## src/hdl/mtu_pkg.sv

```systemverilog
// ----------------------------------------------------------------------------
// mtu_pkg
// Shared types and constants of the machine timer interrupt unit: request
// kinds, register offset defaults, reset values and the register select.
// ----------------------------------------------------------------------------
package mtu_pkg;

   localparam int unsigned DATA_W = 64;
   localparam int unsigned OFFSET_W = 16;
   localparam int unsigned KIND_W = 2;

   localparam logic [KIND_W-1:0] REQ_READ = 2'd0;
   localparam logic [KIND_W-1:0] REQ_WRITE = 2'd1;
   localparam logic [KIND_W-1:0] REQ_TICK = 2'd2;

   localparam logic [OFFSET_W-1:0] MSIP_OFFSET = 16'd0;
   localparam logic [OFFSET_W-1:0] MTIMECMP_OFFSET = 16'd16384;
   localparam logic [OFFSET_W-1:0] FREQ_OFFSET = 16'd32768;
   localparam logic [OFFSET_W-1:0] INC_OFFSET = 16'd32776;
   localparam logic [OFFSET_W-1:0] MTIME_OFFSET = 16'd49144;

   localparam logic [DATA_W-1:0] COMPARE_RESET = 64'd999999;

   typedef struct packed {
      logic freq;
      logic inc;
      logic mtime;
      logic msip;
      logic cmp;
   } reg_sel_type;

endpackage

```

## src/hdl/mtu_decode.sv

```systemverilog
// ----------------------------------------------------------------------------
// mtu_decode
// Decodes a byte offset into a one-hot register select. When two offsets
// are equal, frequency wins over increment, time, software word and compare.
// ----------------------------------------------------------------------------
module mtu_decode #(
   parameter logic [mtu_pkg::OFFSET_W-1:0] MsipOffset = mtu_pkg::MSIP_OFFSET,
   parameter logic [mtu_pkg::OFFSET_W-1:0] MtimecmpOffset = mtu_pkg::MTIMECMP_OFFSET,
   parameter logic [mtu_pkg::OFFSET_W-1:0] FreqOffset = mtu_pkg::FREQ_OFFSET,
   parameter logic [mtu_pkg::OFFSET_W-1:0] IncOffset = mtu_pkg::INC_OFFSET,
   parameter logic [mtu_pkg::OFFSET_W-1:0] MtimeOffset = mtu_pkg::MTIME_OFFSET
) (
   input  logic [mtu_pkg::OFFSET_W-1:0] reg_offset,
   output mtu_pkg::reg_sel_type         reg_sel
);

   always_comb begin
      reg_sel = '0;
      if (reg_offset == FreqOffset) begin
         reg_sel.freq = 1'b1;
      end else if (reg_offset == IncOffset) begin
         reg_sel.inc = 1'b1;
      end else if (reg_offset == MtimeOffset) begin
         reg_sel.mtime = 1'b1;
      end else if (reg_offset == MsipOffset) begin
         reg_sel.msip = 1'b1;
      end else if (reg_offset == MtimecmpOffset) begin
         reg_sel.cmp = 1'b1;
      end
   end

endmodule

```

## src/hdl/mtu_core.sv

```systemverilog
// ----------------------------------------------------------------------------
// mtu_core
// Timer register state. Applies one request per cycle when advance is high:
// read mux, register write, time tick and the interrupt level update.
// ----------------------------------------------------------------------------
module mtu_core (
   input  logic                          clock,
   input  logic                          reset,
   input  logic                          advance,
   input  logic [mtu_pkg::KIND_W-1:0]    req_kind,
   input  mtu_pkg::reg_sel_type          reg_sel,
   input  logic [mtu_pkg::DATA_W-1:0]    write_data,
   input  logic                          irq_enable,
   output logic [mtu_pkg::DATA_W-1:0]    read_data,
   output logic                          irq_next,
   output logic                          irq_level
);

   logic [mtu_pkg::DATA_W-1:0] freq_ff, freq_in;
   logic [mtu_pkg::DATA_W-1:0] inc_ff, inc_in;
   logic [mtu_pkg::DATA_W-1:0] time_ff, time_in;
   logic [mtu_pkg::DATA_W-1:0] msip_ff, msip_in;
   logic [mtu_pkg::DATA_W-1:0] cmp_ff, cmp_in;
   logic                       level_ff, level_in;

   always_comb begin
      freq_in = freq_ff;
      inc_in = inc_ff;
      time_in = time_ff;
      msip_in = msip_ff;
      cmp_in = cmp_ff;
      read_data = '0;
      case (req_kind)
         mtu_pkg::REQ_READ: begin
            read_data = ({mtu_pkg::DATA_W{reg_sel.freq}} & freq_ff)
                      | ({mtu_pkg::DATA_W{reg_sel.inc}} & inc_ff)
                      | ({mtu_pkg::DATA_W{reg_sel.mtime}} & time_ff)
                      | ({mtu_pkg::DATA_W{reg_sel.msip}} & msip_ff)
                      | ({mtu_pkg::DATA_W{reg_sel.cmp}} & cmp_ff);
         end
         mtu_pkg::REQ_WRITE: begin
            if (reg_sel.freq) freq_in = write_data;
            if (reg_sel.inc) inc_in = write_data;
            if (reg_sel.mtime) time_in = write_data;
            if (reg_sel.msip) msip_in = write_data;
            if (reg_sel.cmp) cmp_in = write_data;
         end
         mtu_pkg::REQ_TICK: begin
            time_in = time_ff + mtu_pkg::DATA_W'(1);
         end
         default: begin
         end
      endcase
      level_in = irq_enable ? (time_in >= cmp_in) : level_ff;
   end

   always_ff @(posedge clock) begin
      if (reset) begin
         freq_ff <= '0;
         inc_ff <= '0;
         time_ff <= '0;
         msip_ff <= '0;
         cmp_ff <= mtu_pkg::COMPARE_RESET;
         level_ff <= 1'b0;
      end else if (advance) begin
         freq_ff <= freq_in;
         inc_ff <= inc_in;
         time_ff <= time_in;
         msip_ff <= msip_in;
         cmp_ff <= cmp_in;
         level_ff <= level_in;
      end
   end

   assign irq_next = level_in;
   assign irq_level = level_ff;

endmodule

```

## src/hdl/machine_timer_interrupt_unit.sv

```systemverilog
// ----------------------------------------------------------------------------
// machine_timer_interrupt_unit
// Core-local timer with frequency, increment, time, software word and
// compare registers, and a level-sensitive machine timer interrupt.
// ----------------------------------------------------------------------------
// Usage: each request on the req_ channel is a register read, a register
// write or one time tick. Every request yields exactly one response on the
// rsp_ channel, in order, carrying the read data (zero for writes, ticks and
// unknown offsets) and the timer interrupt level after that request.
// The csr_ channel writes the interrupt enable; it is always ready. The user must
// write it only while no request is in flight; the block does not enforce this.
// A request is captured in the input register, then applied to the timer
// registers and captured in the response register. Throughput is one
// request per cycle while the receiver does not stall, set by the single
// 64-bit increment and compare between those two registers.
// When the receiver stalls, the response register holds its item and the
// input register takes one more request before req_ready drops.
// Reset clears time, frequency, increment and software word, sets compare to
// 999999, clears the interrupt level, sets the enable and empties the pipe.
// ----------------------------------------------------------------------------
module machine_timer_interrupt_unit #(
   parameter logic [mtu_pkg::OFFSET_W-1:0] MsipOffset = mtu_pkg::MSIP_OFFSET,
   parameter logic [mtu_pkg::OFFSET_W-1:0] MtimecmpOffset = mtu_pkg::MTIMECMP_OFFSET,
   parameter logic [mtu_pkg::OFFSET_W-1:0] FreqOffset = mtu_pkg::FREQ_OFFSET,
   parameter logic [mtu_pkg::OFFSET_W-1:0] IncOffset = mtu_pkg::INC_OFFSET,
   parameter logic [mtu_pkg::OFFSET_W-1:0] MtimeOffset = mtu_pkg::MTIME_OFFSET
) (
   input  logic                          clock,
   input  logic                          reset,
   input  logic                          req_valid,
   output logic                          req_ready,
   input  logic [mtu_pkg::KIND_W-1:0]    req_type,
   input  logic [mtu_pkg::OFFSET_W-1:0]  req_reg_offset,
   input  logic [mtu_pkg::DATA_W-1:0]    req_write_data,
   output logic                          rsp_valid,
   input  logic                          rsp_ready,
   output logic [mtu_pkg::DATA_W-1:0]    rsp_read_data,
   output logic                          rsp_timer_irq,
   input  logic                          csr_valid,
   output logic                          csr_ready,
   input  logic                          csr_irq_enable
);

   logic                         s1_valid_ff, s1_valid_in;
   logic [mtu_pkg::KIND_W-1:0]   s1_kind_ff;
   logic [mtu_pkg::OFFSET_W-1:0] s1_offset_ff;
   logic [mtu_pkg::DATA_W-1:0]   s1_data_ff;
   logic                         rsp_valid_ff, rsp_valid_in;
   logic [mtu_pkg::DATA_W-1:0]   rsp_data_ff;
   logic                         rsp_irq_ff;
   logic                         enable_ff;
   logic                         out_free;
   logic                         advance;
   logic                         accept;
   mtu_pkg::reg_sel_type         reg_sel;
   logic [mtu_pkg::DATA_W-1:0]   read_data;
   logic                         irq_next;
   logic                         irq_level;

   assign out_free = !rsp_valid_ff || rsp_ready;
   assign advance = s1_valid_ff && out_free;
   assign req_ready = !s1_valid_ff || out_free;
   assign accept = req_valid && req_ready;
   assign s1_valid_in = accept || (s1_valid_ff && !out_free);
   assign rsp_valid_in = advance || (rsp_valid_ff && !rsp_ready);

   always_ff @(posedge clock) begin
      if (reset) begin
         s1_valid_ff <= 1'b0;
         rsp_valid_ff <= 1'b0;
         enable_ff <= 1'b1;
      end else begin
         s1_valid_ff <= s1_valid_in;
         rsp_valid_ff <= rsp_valid_in;
         if (csr_valid) begin
            enable_ff <= csr_irq_enable;
         end
      end
   end

   always_ff @(posedge clock) begin
      if (accept) begin
         s1_kind_ff <= req_type;
         s1_offset_ff <= req_reg_offset;
         s1_data_ff <= req_write_data;
      end
      if (advance) begin
         rsp_data_ff <= read_data;
         rsp_irq_ff <= irq_next;
      end
   end

   mtu_decode #(
      .MsipOffset(MsipOffset),
      .MtimecmpOffset(MtimecmpOffset),
      .FreqOffset(FreqOffset),
      .IncOffset(IncOffset),
      .MtimeOffset(MtimeOffset)
   ) u_decode (
      .reg_offset(s1_offset_ff),
      .reg_sel(reg_sel)
   );

   mtu_core u_core (
      .clock(clock),
      .reset(reset),
      .advance(advance),
      .req_kind(s1_kind_ff),
      .reg_sel(reg_sel),
      .write_data(s1_data_ff),
      .irq_enable(enable_ff),
      .read_data(read_data),
      .irq_next(irq_next),
      .irq_level(irq_level)
   );

   assign csr_ready = 1'b1;
   assign rsp_valid = rsp_valid_ff;
   assign rsp_read_data = rsp_data_ff;
   assign rsp_timer_irq = rsp_irq_ff;

   a_non_read_gives_zero: assert property (@(posedge clock) disable iff (reset)
      (advance && s1_kind_ff != mtu_pkg::REQ_READ) |=> rsp_read_data == '0)
      else $error("Non-read response carries nonzero read data.");

   a_disabled_level_holds: assert property (@(posedge clock) disable iff (reset)
      (advance && !enable_ff) |=> rsp_timer_irq == $past(irq_level))
      else $error("Interrupt level changed while disabled.");

   a_response_matches_level: assert property (@(posedge clock) disable iff (reset)
      advance |=> rsp_timer_irq == irq_level)
      else $error("Response level differs from the stored level.");

   a_ready_only_when_full: assert property (@(posedge clock) disable iff (reset)
      !req_ready |-> (s1_valid_ff && rsp_valid_ff))
      else $error("Request channel stalled with room in the pipe.");

endmodule

```

## config.mk

```make
export PLATFORM = sky130hd
export DESIGN_NAME = machine_timer_interrupt_unit
export DESIGN_NICKNAME = d
export VERILOG_FILES = /design/src/hdl/mtu_pkg.sv /design/src/hdl/mtu_decode.sv /design/src/hdl/mtu_core.sv /design/src/hdl/machine_timer_interrupt_unit.sv
export SDC_FILE = /design/constraint.sdc
export NUM_CORES = 1
export LEC_CHECK = 0
export BUFFER_PORTS_ARGS = -buffer_cell sky130_fd_sc_hd__buf_2
export CAP_MARGIN = 15
export CORE_MARGIN = 10
export CORE_UTILIZATION = 30
export DETAILED_ROUTE_END_ITERATION = 8
export SYNTH_ARGS = -nofsm -noshare
export SYNTH_HDL_FRONTEND = slang
export SYNTH_SLANG_ARGS = --single-unit
```

## constraint.sdc

```tcl
create_clock -name clock -period 12.3 [get_ports clock]
set_input_delay 2.46 -clock clock [delete_from_list [all_inputs] [get_ports clock]]
set_output_delay 2.46 -clock clock [all_outputs]
set_load 0.05 [all_outputs]
```

# --- After elaboration in Yosys (flattened, before gate mapping) ---
# Index checks and enable logic that the tools add are counted.
totals:
  register_bits: 471
  output_inout_bits: 68
classes:
  addsub: 1
  order_cmp: 1
  eq_ne: 6
  muxes: 14
  bitwise_logic: 9
  n_reduce_logical: 17
ops:
  columns: ["cell", "count"]
  rows:
  - ["64-bit AND", 5]
  - ["64-bit bitwise OR", 4]
  - ["64-bit two-way mux", 3]
  - ["64-bit one-hot mux with 2 select lines", 1]
  - ["64-bit by 1-bit adder with 64-bit output, second input constant", 1]
  - ["64-bit >= comparator", 1]
  - ["16-bit == test, second input constant", 3]
  - ["16-bit by 15-bit == test with 1-bit output, second input constant", 1]
  - ["16-bit zero test", 1]
  - ["3-bit AND reduction", 3]
  - ["1-bit two-way mux", 7]
  - ["1-bit logical AND", 4]
  - ["1-bit zero test", 4]
  - ["1-bit logical OR", 4]
  - ["4-bit two-way mux", 1]
  - ["3-bit two-way mux", 1]
  - ["2-bit by 1-bit == test with 1-bit output, second input constant", 1]
  - ["2-bit == test, second input constant", 1]
  - ["2-bit zero test", 1]
  - ["2-bit two-way mux", 1]

# --- Depth between registers and ports, before layout ---
logic_depth:
  depth_word: 11
  mapped_depth: 17

# --- Cells and area by module ---
# Synthesis repeated with hierarchy kept, for this count alone.
hier_totals:
  hier_cells: 2506
  area_unflattened_um2: 22560.4
by_module_without_submodules:
  columns: ["mod", "n_inst", "cells_each", "area_per_inst_um2", "seq_area_each_um2"]
  rows:
  - ["mtu_core", 1, 2328, 17879.6, 6426.2]
  - ["machine_timer_interrupt_unit", 1, 162, 4564.4, 4474.3]
  - ["mtu_decode", 1, 16, 116.4, 0.0]

# --- Worst setup path before layout ---
# No wires, ideal clock.
synth_path:
  path_type: "input port to flip-flop"
  from: "input rsp_ready"
  to: "register u_core.time_ff[36] in the netlist's numbering"
  setup_ps: 267
  arrival_ps: 5561
  required_ps: 12033
  path_slack_ps: 6472
  cell_stages: 7
  path_buffers: 3
  cell_sequence: "nor2b_1 > nand2b_1 > inv_1 > clkbuf_1 > clkbuf_1 > clkbuf_1 > a41oi_1"
synth_between:
  elab_chain_len: 2
synth_lines:
  columns: ["element", "line", "source"]
  rows:
  - ["start: declaration", "machine_timer_interrupt_unit.sv:36", "input logic rsp_ready,"]
  - ["1-bit logical OR", "machine_timer_interrupt_unit.sv:60", "assign out_free = !rsp_valid_ff || rsp_ready;"]
  - ["1-bit logical AND", "machine_timer_interrupt_unit.sv:61", "assign advance = s1_valid_ff && out_free;"]
  - ["named net advance", "machine_timer_interrupt_unit.sv:53", "logic advance;"]
  - ["end signal: assignment", "mtu_core.sv:68", "time_ff <= time_in;"]
  - ["end: declaration", "mtu_core.sv:21", "logic [mtu_pkg::DATA_W-1:0] time_ff, time_in;"]
# The timed path passes the listed nets, and every way through them passes these cells.
# A chain may end at the register's enable or synchronous reset.

# --- Worst setup path in the final report ---
layout_path:
  from: "input rsp_ready"
  to: "output req_ready"
layout_between:
  elab_chain_len: 2
layout_lines:
  columns: ["element", "line", "source"]
  rows:
  - ["1-bit logical OR", "machine_timer_interrupt_unit.sv:60", null]
  - ["1-bit logical OR", "machine_timer_interrupt_unit.sv:62", "assign req_ready = !s1_valid_ff || out_free;"]
  - ["end: declaration", "machine_timer_interrupt_unit.sv:31", "output logic req_ready,"]
# No other way between the ends.

==> out/metrics.yaml <==
outcome: "finished, final reports clean"
timing.fmax_ghz: 0.181
post_cts_resized: 0
final.setup_skew_ns: 0.0172
fp.dieArea_sq_mm: 0.0897
tightest_slew_ns: 1.14
cp.arrival_ns: 3.08
fin_crit_ns: 5.54
nets: 2842
drv_cap: 0
ant_nets: 0
dieWidth_um: 299
endpoint_kind: "output pin"
io_buffers: 154
total_power_w: 0.00341
clock_latency_ns: 0.62
yosysTopAreaCellShare_pct: 27.7
final_common_cell: "nand2_1"
postCtsSetupBuffers: 0
finalWirelength_um: 76100
ys_async_sr_fraction_pct: 0
synth_edf_count: 147
antenna_found_initial: 4
leakage_nw: 9.47
grt_pass1_vias: 19400
holdBufCountCts: 0
wl_per_cell_um: 20.2
die_height_um: 299
drtIter0Drc: 1925
clk_path_buf_depth: 3
finalHoldViolCount: 0
critical_path.top_delay_family: "buffers and inverters"
required_ns: 9.84
start_kind: "input pin"
coreArea_sq_mm: 0.0775
synth_area_leader_cell: "dfxtp_1"
multi_input_area_sq_mm: 0.0117
syn_avg_cell_area_sq_um: 8.83
numCtsBuffers: 54
grt_overflow: 0
htreeDepth: 2
postPlaceCellArea_sq_mm: 0.0251
final_cell_area_sq_mm: 0.0268
final_layout_size_suffix_gt1_share_pct: 14.0
seq_area_sq_mm: 0.0109
cts_num_sinks: 471
cp_common_cell: "buf_2"
grt_max_degree: 101
path_class: "in -> out"
path_clk_slew_ns: 0.06
initial_core_util_pct: 30.2
drc: 0
cts_tree: "done"
post-route-period-util_pct: 45.0
fin_util_pct: 34.6
crit_slowest_cell: "buf_2"
drv_slew: 0
viasPerCell: 5.38
timing.setup.tns_ns: 0
via_count: 20300
crit_fanout: 4
grt_setup_unrepaired: "no"
hp-class: "reg -> reg"
clock-root-buffer: "clkbuf_16"
ys_seq_elements: 471
grt_first_pass_wirelength_um: 118000
worstPathCellList: "buf_2 -> nor2b_1 -> nand2_1 -> buf_2"
yosysWarnings: 0
synthFlopType: "dfxtp_1"
syn_to_final_growth_pct: 14.3
yosysSeqAreaShare_pct: 46.5
syn_nets: 2810
firstDrtPassIters: 7
most-common-layout-cells: "nand2_1 (703), dfxtp_1 (324), a21oi_1 (320)"
hpwl_um: 49800
cpPeakStageDelay_ns: 0.22
critical_path_buf_inv_count: 2
powerDensity_mw_per_mm2: 127
boundaryPins: 156
slew_headroom_pct: 23.5
synth_area_leaders: "dfxtp_1 (28%), edfxtp_1 (19%), nand2_1 (11%), a21oi_1 (6.8%), ha_1 (3.6%)"
synth_area_sq_mm: 0.0234
grtUsageTotal_pct: 16.3
finalSetupViolCount: 0
nFillCells: 7982
ir_drop_mv: 0.0740
place.gp.congestion: 0.892
yosysUniqueCellTypes: 82
syn_inst: 2654
rows: 102
worst reg2reg max path: stages (launching register included):
cell	delay, ns
edfxtp_1	0.32
buf_4	0.45
nand3_1	0.19
or3_1	0.61
o21ai_1	0.28
nand2_1	0.37
buf_4	0.40
a221oi_1	0.49
nand2_1	0.10
ha_1	0.29
nand2_1	0.08
o21ai_0	0.11
a2111oi_0	0.69
a211oi_1	0.21
nor2_1	0.17
a21oi_1	0.08
metrics by stage:
step	hold slack, ns	worst slack [ns]	std cells
3_5_place_dp	0.443	6.77	3670
4_1_cts	0.451	6.76	3772
5_1_grt	0.469	6.66	3772
6_report	0.450	6.76	3773
3_3_place_gp	0.438	6.77	3670
2_1_floorplan	0.433	6.47	2654
report_power, final:
group          total [W]  switching, W  internal [W]  leakage [nW]
clock network    0.00155      0.000674      0.000876         0.832
registers        0.00167     0.0000395       0.00163          4.05
logic           0.000193      0.000143     0.0000500          4.58
total            0.00341      0.000856       0.00256          9.47
synthesized netlist by cell type (all sizes together), types with 11 or more instances:
library cell	n
o21ai	84
a22o	28
a211oi	11
nor4	28
buf	40
nand3	62
nor3	34
and2	13
or3	13
a21boi	66
edfxtp	147
ha	68
a21oi	320
inv	19
a222oi	64
a32o	20
dfxtp	324
nand2	703
mux2	65
nor2	52
clkbuf	182
mux2i	76
o211ai	16
nand4	30
a31oi	17
and3	15
flip-flops by register name (all words and copies together), names as in the netlist:
register and count:
s1_kind_ff 2, enable_ff 1, s1_valid_ff 1, rsp_timer_irq 1
rsp_valid 1, u_core.time_ff 64, u_core.cmp_ff 64, u_core.msip_ff 64
u_core.irq_level 1, s1_data_ff 64, u_core.freq_ff 64, rsp_read_data 64
u_core.inc_ff 64, s1_offset_ff 16
layer usage:
metal	wire, um	GRT usage [%]	vias up
li1	-	-	9737
met5	29	0	-
met2	35500	26.7	676
met1	33400	21.5	9756
met3	5470	3.33	119
met4	1760	4.42	4
worst paths after layout:
kind | start | to | slack, ns | depth (start not counted)
setup / recovery | rsp_ready | req_ready | 6.76 | 4
hold reg to reg | u_core.freq_ff[0] | u_core.freq_ff[0] | 0.45 | 2
hold / removal | u_core.freq_ff[0] | u_core.freq_ff[0] | 0.45 | 2
setup reg to reg | s1_offset_ff[3] | rsp_timer_irq | 7.22 | 15
logic make-up (layout without fill, tap and decap cells):
family | after synthesis | after routing | synth area share (%)
AND/OR/NAND/NOR | 991 | 991 | 18.4
other | 1 | 2 | 0.0160
buffers and inverters | 243 | 321 | 4.06
AO/OA/AOI/OAI | 732 | 732 | 20.7
flip-flops | 471 | 471 | 46.5
XOR/XNOR | 7 | 7 | 0.262
adder cells (fa/ha/maj) | 68 | 68 | 3.63
multiplexers | 141 | 141 | 6.37
cell type report:
| type | count | area share [%] |
|---|---|---|
| multi-input combinational | 1940 | 43.6 |
| timing repair buffer | 198 | 4.19 |
| antenna | 1 | 0.00934 |
| inverter | 21 | 0.304 |
| clock buffer | 79 | 5.78 |
| tap | 1040 | 4.86 |
| sequential | 471 | 40.7 |
| clock inverter | 23 | 0.575 |
Note: power is estimated with default switching activity, not from simulation.
